**src/rsm_delay.sv**
```systemverilog
`timescale 1ns / 1ps
module rsm_delay #(
   parameter int W = 8,
   parameter int D = 4
) (
   input  logic         clock,
   input  logic         en,
   input  logic [W-1:0] din,
   output logic [W-1:0] dout
);

   // shift line matching divider latency
   logic [W-1:0] tap_ff [D];

   always_ff @(posedge clock) begin
      if (en) begin
         tap_ff[0] <= din;
         for (int i = 1; i < D; i++) begin
            tap_ff[i] <= tap_ff[i-1];
         end
      end
   end

   assign dout = tap_ff[D-1];

endmodule

```
**config.mk**
```make
export PLATFORM = sky130hd
export DESIGN_NAME = rsm_delay
export DESIGN_NICKNAME = d
export VERILOG_FILES = /design/src/rsm_delay.sv
export SDC_FILE = /design/constraint.sdc
export NUM_CORES = 1
export LEC_CHECK = 0
export ABC_AREA = 1
export BUFFER_PORTS_ARGS = -buffer_cell sky130_fd_sc_hd__buf_2
export CORE_MARGIN = 5
export CORE_UTILIZATION = 55
export DETAILED_ROUTE_END_ITERATION = 7
export GPL_TIMING_DRIVEN = 0
export PLACE_DENSITY = 0.79
export SYNTH_ARGS = -nofsm -noshare
export SYNTH_HDL_FRONTEND = slang
export SYNTH_SLANG_ARGS = --single-unit
```
**constraint.sdc**
```tcl
create_clock -name clock -period 1.42 [get_ports clock]
set_clock_uncertainty 0.2 [all_clocks]
set_input_delay 0.071 -clock clock [delete_from_list [all_inputs] [get_ports clock]]
set_output_delay 0.071 -clock clock [all_outputs]
set_load 0.005 [all_outputs]
```
Word level (Yosys, flattened, before mapping) --
Memories as Yosys holds them, arrays and structs flattened. Cells that the tools add are included.
Word-level totals: memories kept 1, RAM bits 32, flip-flop bits (word level) 0, word-level logic and storage cells 3, input port bits 10, output and inout port bits 8
Memories:
- tap_ff | words 4, bits a word 8, rd ports 4, clocked after memory_dff 0, write ports 4, RTL line 13 | logic [W-1:0] tap_ff [D];
Operators by class: mux-type cells 2
Operator list (count):
- two-way mux 1 bit | 2

Logic depth before layout (Yosys ltp) --
depth in word-level cells 2, mapped depth 0

Worst setup path before layout --
No wires, ideal clock.
kind register to register, start point memory tap_ff[0][0], end point memory tap_ff[1][0], data pin, data required time 0.954 ns, stages on the path, launching flop included 1, setup slack 0.631 ns, setup time 0.266 ns, clock period less this slack 0.789 ns, arrival 0.323 ns, cells stage by stage edfxtp_1
RTL lines (RTL line):
- start: declaration | 13

==> impl_metrics.toml <==
[worst_setup_path]
crit_type = "flop to output pin"
critPathTopFamily = "flip-flops"
slowest_delay_ns = 0.36
critPathLaunchType = "flop"
cp.required_ns = 1.15
crit_slowest_cell = "edfxtp_1"
crit_chain = "buf_2"
end_kind = "output pin"
crit_arrival_ns = 0.81
cp_max_fo = 1
cp_num_buf_inv = 1

[cells_and_area]
largest_reg_flops = 32
reg_top3 = "tap_ff: 32 flops"
multi_input_gates = 0
nFillCells = 108
multiInputGateArea_um2 = 0
drive_gt1_share_pct = 36.92
final_cells = 82
largest-register = "tap_ff"
fin_nets = 74
utilization_pct = 70.96
syn2layout_area_growth_pct = 24.74
diodes = 0

[power_and_ir_drop]
leakagePower_uw = 0.0004459
powerDensity_mw_per_mm2 = 1369
p_int_uw = 1324
ir_drop_uv = 837.8
switching_power_uw = 317.0
finalPower_uw = 1641
p_clk_share_pct = 27.8
share_comb_of_total_power_pct = 3.6
sw_frac_of_total_pct = 19.32
seq_power_share_pct = 68.6

[sta]
rsz0062_at_grt = "no"
drv_slew = 0
finalHoldViolCount = 0
max_clock_freq_mhz = 922.3
min_period_ns = 1.084
worst_pin_slew_ns = 0.6599
relSlewSlack_pct = 56.00
period_share_pct = 76.35
timing.setup.tns_ns = 0
setup_viol = 0

[place]
gp_routability_congestion = 0.5707
portBuffers = 17
dp_cells = 66

[synthesis]
synth_cells = 32
avgSynthCellArea_um2 = 30.03
netlist-cell-type-count = 1
synth.yosys.warnings = 0
yosysSeqAreaShare_pct = 100.0
syn_nets = 42
ys_ff_latch = 32
syn-cell-area_um2 = 960.9

[status]
status = "complete, no violations"

[clocking]
clk_pin_slew_worst_paths_ns = 0.09
clkSinkCount = 32
clkLatencyLatePin_ns = 0.32
cts_tree = "done"
cts_setup_buffers = 0
htreeDepth = 2
cts_buffers = 5
clockRootBuffer = "clkbuf_4"
ctsLongestPathBuffers = 2

[global_routing]
grt_max_degree = 33
grt_pass1_vias = 388
antenna_found_initial = 0
grtUsageTotal_pct = 10.28
grt_pass1_wl_um = 1711
overflow = 0

[job]
cap_viol_max_count = 0

[drt]
avgRoutedWirePerCell_um = 13.26
drtIter0Drc = 6
via_count = 394
drc_errors = 0
ant_nets = 0
drt_wl_total_um = 1087
drtPass1Iterations = 2
viasPerCell = 4.805

[floorplan]
ios = 18
fp-row-count = 15
die_w_um = 51.80
die_height_um = 51.80
die_area_mm2 = 0.002683
core_mm2 = 0.001689
start_util_pct = 56.89

[worst_hold_path]
hp-class = "primary input to flop"
## final timing paths
path                          start                      to  slack, ns  cells after the start
max reg2reg  tap_ff[1][0]$_DFFE_PP_  tap_ff[2][0]$_DFFE_PP_       0.59                      0
max          tap_ff[3][4]$_DFFE_PP_                 dout[4]       0.34                      1
min reg2reg  tap_ff[1][6]$_DFFE_PP_  tap_ff[2][6]$_DFFE_PP_       0.22                      0
min                              en  tap_ff[1][5]$_DFFE_PP_       0.12                      1
## cell families (layout without fill, tap and decap cells)
logic type  count (synthesis)  in the layout  synth area share [%]
flops                      32             32                 100.0
buf+inv                     0             33                     0
## layout by cell type (no fill, tap or decap), drive strengths merged
master / count
clkinv: 3
dlygate4sd3: 8
edfxtp: 32
buf: 17
clkbuf: 5
## area by class of cell
| cell class | instances | area, um2 | share of cell area [%] |
|---|---|---|---|
| Clock buffer | 5 | 37.54 | 3.132 |
| Clock inverter | 3 | 13.76 | 1.148 |
| Sequential cell | 32 | 960.9 | 80.17 |
| Tap cell | 17 | 21.27 | 1.775 |
| Timing Repair Buffer | 25 | 165.2 | 13.78 |
## metal layers
| metal | vias to the layer above | global-route usage, % | share of wire, % |
|---|---|---|---|
| li1 | 193 | - | - |
| met4 | 0 | 7.860 | 1.4 |
| met5 | - | 0 | 0 |
| met3 | 3 | 7.736 | 12 |
| met2 | 24 | 14.41 | 47 |
| met1 | 174 | 10.14 | 40 |
## per-stage QoR
step / hold WS, ns / setup WS (ns) / instance area (um2)
finish: 0.1190 / 0.3358 / 1199
global route: 0.1172 / 0.2693 / 1199
CTS: 0.1218 / 0.3225 / 1199
detailed placement: 0.05058 / 0.2328 / 1067
global placement: 0.04729 / 0.2779 / 1067
floorplan: -0.03013 / 0.6312 / 960.9
## synth_stat cells (all sizes together)
cell type  instances  area [um2]
edfxtp            32       960.9
## timing repair
item | 4_1_cts | 5_1_grt
resized for setup | 0 | 0
hold endpoints to repair | 8 | 0
hold buffers | 8 | 0
## power by group through the flow
stage | Combinational [uW] | Sequential [uW] | Clock [uW]
finish | 58.3 | 1130 | 457
global route | 63.6 | 1130 | 528
CTS | 58.7 | 1130 | 473
detailed placement | 42.2 | 1150 | 0
global placement | 39.3 | 1140 | 0
floorplan | 0 | 1150 | 0
Note: power is estimated with default switching activity, not from simulation.
